--- src/rtl/core/mrce_ram.sv ---
// ----------------------------------------------------------------------------
// mrce_ram
// Generic single write port, single read port RAM with registered read.
// ----------------------------------------------------------------------------
module mrce_ram #(
    parameter int  WIDTH = 32,
    parameter int  DEPTH = 32,
    localparam int AW    = $clog2(DEPTH)
) (
    input  logic             i_clk,
    input  logic             i_we,
    input  logic [AW-1:0]    i_waddr,
    input  logic [WIDTH-1:0] i_wdata,
    input  logic             i_re,
    input  logic [AW-1:0]    i_raddr,
    output logic [WIDTH-1:0] o_rdata
);

    logic [WIDTH-1:0] r_mem [DEPTH];
    logic [WIDTH-1:0] r_rdata;

    always_ff @(posedge i_clk) begin
        if (i_we) begin
            r_mem[i_waddr] <= i_wdata;
        end
        if (i_re) begin
            r_rdata <= r_mem[i_raddr];
        end
    end

    assign o_rdata = r_rdata;

endmodule

--- config.mk ---
export PLATFORM = sky130hd
export DESIGN_NAME = mrce_ram
export DESIGN_NICKNAME = d
export VERILOG_FILES = /design/src/rtl/core/mrce_ram.sv
export SDC_FILE = /design/constraint.sdc
export NUM_CORES = 1
export LEC_CHECK = 0
export BUFFER_PORTS_ARGS = -buffer_cell sky130_fd_sc_hd__buf_2
export CORE_MARGIN = 2
export CORE_UTILIZATION = 60
export CTS_BUF_LIST = sky130_fd_sc_hd__clkbuf_8
export CTS_CLUSTER_SIZE = 28
export DETAILED_ROUTE_END_ITERATION = 6
export PLACE_DENSITY = 0.79
export SETUP_SLACK_MARGIN = 0.02
export SKIP_LAST_GASP = 1
export SLEW_MARGIN = 20
export SYNTH_ARGS = -nofsm -noshare
export SYNTH_HDL_FRONTEND = slang
export SYNTH_SLANG_ARGS = --single-unit
--- constraint.sdc ---
create_clock -name i_clk -period 7.56 [get_ports i_clk]
set_input_delay 0.378 -clock i_clk [delete_from_list [all_inputs] [get_ports i_clk]]
set_output_delay 0.378 -clock i_clk [all_outputs]
set_load 0.05 [all_outputs]
* After elaboration in Yosys (flattened, before gate mapping)
Memories as Yosys holds them, arrays and structs flattened. A register that Yosys moved wholly into a read port is not among the register bits.
Index checks and enable logic that the tools add are counted.
W data, S select, Z words.
** Cells by class
- Multiplexer cells :: 2
** Operators by type and width (number)
- $mux W1 :: 2
** Word-level totals
- Word-level logic and storage cells :: 3
- Memories :: 1
- Output and inout port bits :: 32
- Flip-flop bits (word level) :: 0
- RAM bits :: 1024
** Memory list
- r_mem :: words 32, bits a word 32, read ports 1, clocked after memory_dff 1, write ports 1, line 19 : logic [WIDTH-1:0] r_mem [DEPTH];

* Logic depth before layout (Yosys ltp)
Gate-level depths: netlist of the first run.
- Depth in word-level cells :: 2
- Gate-level depth with buffers :: 8
- Mapped depth without buffers :: 5

* Worst setup path before layout of the first run
No wires, ideal clock.
- Kind :: in2reg
- Start point :: input i_waddr[1]
- End point :: memory r_mem[12][0], enable pin
- Cell stages on the path :: 3
- Data arrival time :: 2391 ps
- Slack :: 4748 ps
- Buffers on the path :: 1
- Cell sequence :: or3b_2 clkbuf_1 nor2_1
** RTL lines
- from (decl) :: line 12 : input logic [AW-1:0] i_waddr,
- to (decl) :: line 19
Straight into the memory's write port.

==> flow_metrics.env, run 1 <==
export IMPL_met3WireLength_um=9600
export IMPL_pin_count=77
export IMPL_critical_path_buf_inv_count=2
export IMPL_clock_fmax_ghz=0.405
export IMPL_synth_seq_area_share_pct=77.7
export IMPL_finalHoldViolations=0
export IMPL_critPathMaxStageDelay_ps=930
export IMPL_status="complete, no violations"
export IMPL_synth_ff_type="edfxtp_1"
export IMPL_grt_use_total_pct=27.6
export IMPL_synth_top_area_share_pct=77.7
export IMPL_comb_power_share_pct=5.5
export IMPL_drive_gt1_share_pct=14.0
export IMPL_port_buffers=76
export IMPL_rows=95
export IMPL_h_tree_depth=4
export IMPL_power_switching_share_pct=22.4
export IMPL_grt_first_pass_wirelength_um=140000
export IMPL_start_util_pct=60.7
export IMPL_synth_top_family_by_area="multiplexers"
export IMPL_max_slew_worst_pin_slew_ps=1110
export IMPL_p_seq_share_pct=57.7
export IMPL_avgSynthCellArea_um2=18.1
export IMPL_dr_wl_met2_um=46100
export IMPL_grt_overflow=0
export IMPL_dpl_cell_count=3129
export IMPL_ys_ff_latch=1056
export IMPL_antenna_left=0
export IMPL_relSlewSlack_pct=26.3
export IMPL_yosys_warnings=0
export IMPL_grt_pass1_vias=22000
export IMPL_cts_tree="yes"
export IMPL_synth_fp_nets=2305
export IMPL_tns_ps=0
export IMPL_drc_errors=0
export IMPL_critical_path_arrival_ps=3010
export IMPL_yosysTopAreaCell="edfxtp_1"
export IMPL_peakVddDrop_mv=0.171
export IMPL_grt_start_max_net_pins=146
export IMPL_stdcell_count=3410
export IMPL_synth_compound_area_share_pct=4.81
export IMPL_clockPowerShare_pct=36.8
export IMPL_via_per_inst=6.42
export IMPL_vias=21900
export IMPL_finalClockSkew_ps=28.1
export IMPL_period_minus_slack_ps=2470
export IMPL_intPower_mw=8.83
export IMPL_root_buffer="clkbuf_8"
export IMPL_setup_viol=0
export IMPL_p_leak_nw=15.8
export IMPL_critPathSlowestCell="buf_4"
export IMPL_cts_sinks=1056
export IMPL_path_clk_slew_ps=60
export IMPL_wl_met1_um=37000
export IMPL_drt_iter0_drc=2896
export IMPL_slew_violations=0
export IMPL_die_area_um2=70100
export IMPL_cp_max_fo=99
export IMPL_area_growth_pct=10.4
export IMPL_cts_buffers_inserted=155
export IMPL_postSynthCellCount=2260
export IMPL_cp_start_kind="input pin"
export IMPL_synth_mux_area_share_pct=12.6
export IMPL_ys_top_cells_by_area="edfxtp_1 (78%), mux2i_1 (13%), a22oi_1 (1.8%)"
export IMPL_ys_types=24
export IMPL_die_h_um=265
export IMPL_synth_fa_ha_area_share_pct=0
export IMPL_top_layer_used="met5"
export IMPL_max_cap_violations=0
export IMPL_fin_util_pct=67.0
export IMPL_drtPass1Iterations=5
export IMPL_crit_chain="buf_8 > buf_4 > mux2i_1 > a22o_1 > nor3_1 > a31oi_1 > nand3_1"
export IMPL_design_area_um2=45000
export IMPL_synthArstFlopShare_pct=0
export IMPL_min_period_over_period_pct=32.6
export IMPL_end_kind="flip-flop"
export IMPL_netlist_area_um2=40800
export IMPL_place_congestion=0.748
export IMPL_p_per_area_nw_per_um2=253
export IMPL_hold_ws_ps=61.9
export IMPL_p_switching_mw=2.55
export IMPL_synth_most_common_cell="edfxtp_1"
export IMPL_postRouteWirelength_um=96400
export IMPL_synthXorXnorAreaFrac_pct=0
export IMPL_nNetsFinal=2460
export IMPL_critPathKind="input pin to flip-flop"
export IMPL_die_x_um=265
export IMPL_cts_buffer_depth=3
export IMPL_holdCritPathClass="input pin to flip-flop"
export IMPL_place_area_um2=42200
export IMPL_wl_per_cell_um=28.3
export IMPL_rsz0062_at_grt="false"
export IMPL_grt_antenna_before_repair=3
export IMPL_critical_path_top_delay_family="buffers and inverters"
export IMPL_core_area_um2=67300
export IMPL_synth_edf_count=1056
export IMPL_dpl_hpwl_um=45700
export IMPL_yosys_area_share_simple_pct=3.08
export IMPL_clk_latency_ps=810
export IMPL_fillCellCount=4270
export IMPL_required_ps=8100
export IMPL_ys_top_cells_by_count="edfxtp_1 (1056), mux2i_1 (512), nand2_1 (98), nand3_1 (98)"
-- power groups by stage --
stage	registers, mW	logic (mW)	clock network [mW]
after floorplan	6.74	0.337	0
after global placement	6.68	0.600	0
after detailed placement	6.69	0.619	0
after CTS	6.56	0.621	4.24
after global routing	6.57	0.664	4.47
final	6.57	0.627	4.19
-- layout by cell type (no fill, tap or decap), types with 37 or more instances in the layout --
cell and instances:
edfxtp_1 1056, mux2i_1 512, clkbuf_8 161, nand3_1 98
nand2_1 97, a22oi_1 96, a21oi_1 96, buf_2 75
a22o_1 64, inv_1 51, buf_4 42, clkinv_1 37
-- area by class of cell --
type                    instances  area [um2]  share of cell area (%)
multi-input cells            1077        8610                    19.1
repair buffers                125         817                    1.81
diodes                          2        5.00                  0.0111
clock inverters               116         591                    1.31
well taps                     873        1090                    2.42
clock buffers                 161        2220                    4.92
flip-flops and latches       1056       31700                    70.4
-- final timing paths --
check                                from                     to  slack (ps)  depth (start not counted)
setup / recovery               i_raddr[0]  o_rdata[10]$_DFFE_PP_        5090                          7
hold / removal                 i_wdata[0]  r_mem[2][0]$_DFFE_PP_          60                          1
hold reg to reg   r_mem[26][14]$_DFFE_PP_  o_rdata[14]$_DFFE_PP_         680                          4
setup reg to reg   r_mem[0][15]$_DFFE_PP_  o_rdata[15]$_DFFE_PP_        5980                          5
-- flip-flops by register name (all words and copies together), names as in the netlist --
name,cells
r_mem,1024
o_rdata,32
-- stage by stage --
step | power (mW) | worst slack [ps]
2_1_floorplan | 7.07 | 4750
5_1_grt | 11.7 | 4970
4_1_cts | 11.4 | 5150
6_report | 11.4 | 5090
3_3_place_gp | 7.28 | 4340
3_5_place_dp | 7.31 | 4280
-- cells by family after synthesis --
kind of cell,Yosys count
flip-flops,1056
AND/OR/NAND/NOR,277
buffers and inverters,127
AO/OA/AOI/OAI,288
multiplexers,512
-- layer usage --
layer  up-vias  global-route usage [%]
met5         -                       0
met4         2                    11.5
met3       257                    5.82
met2      1322                    44.1
met1     11000                    37.4
li1       9338                       -
-- what timing repair did --
action	CTS	global route
endpoints found under the hold margin	4	0
hold buffers	2	0
gates resized for setup	0	0
buffers inserted	0	0
No activity file was read; power rests on OpenSTA's default activity.
==> inputs of run 2 (changes only) <==
==> constraint.sdc (replaced) <==
create_clock -name i_clk -period 2.3 [get_ports i_clk]
set_input_delay 0.115 -clock i_clk [delete_from_list [all_inputs] [get_ports i_clk]]
set_output_delay 0.115 -clock i_clk [all_outputs]
set_load 0.05 [all_outputs]
==> run 2 against run 1 <==
Wire length decreased by 0.20%; global-route usage about the same; sequential power increased to 3.3 times the previous value; register-to-register slack got worse by 5400 ps; worst hold slack improved by 9.6 ps; non-clock buffer count increased by 97; final area increased by 3.1%; cell count increased by 2.7%; sequential cell count unchanged; critical path depth increased by 2; first-iteration DRC count decreased by 4.9%; sequential share of layout area decreased by 2.1 points; critical path type unchanged; largest cell class unchanged.
==> flow_metrics.env, run 2 (synthesis gave the netlist of run 1 again) <==
export IMPL_period_minus_slack_ps=1970
export IMPL_max_slew_worst_pin_slew_ps=627
export IMPL_critPathKind="input pin to flip-flop"
export IMPL_dpl_hpwl_um=52200
export IMPL_rows=95
export IMPL_crit_chain="dlygate4sd3_1 > buf_8 > buf_12 > buf_12 > mux2i_1 > a22o_1 > nor3_1 > a31oi_1 > nand3_1"
export IMPL_grt_antenna_before_repair=6
export IMPL_cts_buffers_inserted=155
export IMPL_drc_errors=0
export IMPL_place_congestion=0.798
export IMPL_finalClockSkew_ps=26.4
export IMPL_postCtsSetupBuffers=0
export IMPL_drive_gt1_share_pct=16.1
export IMPL_vias=22300
export IMPL_finalHoldViolations=0
export IMPL_die_x_um=265
export IMPL_post_cts_resized=0
export IMPL_reg2reg_from="r_mem[17][15]$_DFFE_PP_"
export IMPL_holdCritPathClass="input pin to flip-flop"
export IMPL_nNetsFinal=2557
export IMPL_critPathMaxStageDelay_ps=570
export IMPL_min_to="o_rdata[1]$_DFFE_PP_"
export IMPL_port_buffers=76
export IMPL_final_cell_mix="edfxtp_1 (1056), mux2i_1 (512), clkbuf_8 (162), nand3_1 (98), nand2_1 (97)"
export IMPL_peakVddDrop_mv=0.501
export IMPL_grt_pass1_vias=22500
export IMPL_regToRegSetupSlack_ps=630
export IMPL_dp_slack_ps=193
export IMPL_slew_violations=0
export IMPL_critPathSlowestCell="dlygate4sd3_1"
export IMPL_max_cap_violations=0
export IMPL_reg2regPathDepth=5
export IMPL_critical_path_arrival_ps=2500
export IMPL_grt_start_max_net_pins=67
export IMPL_drt_iter0_drc=2755
export IMPL_die_h_um=265
export IMPL_root_buffer="clkbuf_8"
export IMPL_antenna_left=0
export IMPL_via_per_inst=6.37
export IMPL_stdcell_count=3503
export IMPL_grt_overflow=0
export IMPL_cts_buffer_depth=3
export IMPL_cp_max_fo=48
export IMPL_hold_start="i_raddr[1]"
export IMPL_largest_register_ff_count=1024
export IMPL_drtPass1Iterations=5
export IMPL_p_per_area_nw_per_um2=806
export IMPL_setup_viol=0
export IMPL_start_util_pct=60.7
export IMPL_critical_path_buf_inv_count=4
export IMPL_critical_path_top_delay_family="buffers and inverters"
export IMPL_pin_count=77
export IMPL_rsz0062_at_grt="false"
export IMPL_required_ps=2830
export IMPL_status="complete, no violations"
export IMPL_die_area_um2=70100
export IMPL_postRouteWirelength_um=96300
export IMPL_r2r_end="o_rdata[15]$_DFFE_PP_"
export IMPL_clk_latency_ps=810
export IMPL_final_common_cell="edfxtp_1"
export IMPL_core_area_um2=67300
export IMPL_cp_start_kind="input pin"
export IMPL_end_kind="flip-flop"
export IMPL_min_period_over_period_pct=85.7
export IMPL_min_path_cells=6
export IMPL_h_tree_depth=4
export IMPL_regMostFlops="r_mem"
export IMPL_area_growth_pct=13.8
export IMPL_design_area_um2=46400
export IMPL_relSlewSlack_pct=58.2
export IMPL_fin_ws_ps=330
export IMPL_cpMostUsedCell="buf_12"
export IMPL_cts_hold_buf=36
export IMPL_path_clk_slew_ps=60
export IMPL_grt_first_pass_wirelength_um=141000
export IMPL_grt_use_total_pct=27.6
export IMPL_clock_fmax_ghz=0.507
export IMPL_cts_sinks=1056
export IMPL_cts_tree="yes"
export IMPL_place_area_um2=43300
export IMPL_wl_per_cell_um=27.5
export IMPL_p_leak_nw=16.4
export IMPL_dpl_cell_count=3192
## run 2: cell types whose count changed in the layout (fill, tap and decap cells not counted), sizes merged
| cell | delta |
|---|---|
| clkinv | +8 |
| bufinv | -2 |
| buf | +63 |
| clkbuf | +1 |
| dlygate4sd3 | +34 |
| inv | -11 |
| clkinvlp | +1 |
| diode | -1 |
## run 2: how the worst max path moves through the flow
stage	cells after the start	end	startpoint
after floorplan	3	r_mem[12][0]$_DFFE_PP_	i_waddr[1]
after global placement	8	o_rdata[26]$_DFFE_PP_	i_raddr[0]
after detailed placement	8	o_rdata[26]$_DFFE_PP_	i_raddr[0]
after CTS	9	o_rdata[26]$_DFFE_PP_	i_raddr[0]
after global routing	9	o_rdata[26]$_DFFE_PP_	i_raddr[0]
final	9	o_rdata[26]$_DFFE_PP_	i_raddr[0]
## run 2: metal layers
layer  vias to the layer above  GRT usage (%)  wire (um)
met1                     11300           38.1      38000
met3                       218           5.46       8920
li1                       9533              -          -
met2                      1261           44.3      46400
met5                         -              0         61
met4                        12           10.3       2940
## run 2: metrics by stage
step,hold WS [ps],setup TNS (ps),util (%),power [mW]
4_1_cts,4.41,0,69.0,37.6
3_5_place_dp,606,0,64.4,24.2
3_3_place_gp,584,0,64.4,24.1
5_1_grt,52.9,0,69.0,38.5
2_1_floorplan,214,-73620,-,23.2
6_report,71.5,0,69.0,37.4
## run 2: final cells by class
cell class	instances	area (um2)
Tap cell	873	1090
Clock inverter	112	528
Timing Repair Buffer	222	2250
Multi-Input combinational cell	1077	8610
Antenna cell	1	2.50
Clock buffer	162	2230
Sequential cell	1056	31700
Fill cell	4037	20900
## run 2: worst register-to-register path: cells and delay by family, from the launching register on
| kind | cells | cell delay (ps) |
|---|---|---|
| buffers and inverters | 1 | 550 |
| AOI/OAI and AO/OA | 1 | 170 |
| muxes | 1 | 170 |
| and+or+nand+nor | 2 | 160 |
| DFF | 1 | 380 |
## run 2: power breakdown
group	internal, mW	switching, mW
sequential	21.5	0.0977
combinational	0.750	1.50
clock	6.73	6.84
total	29.0	8.44
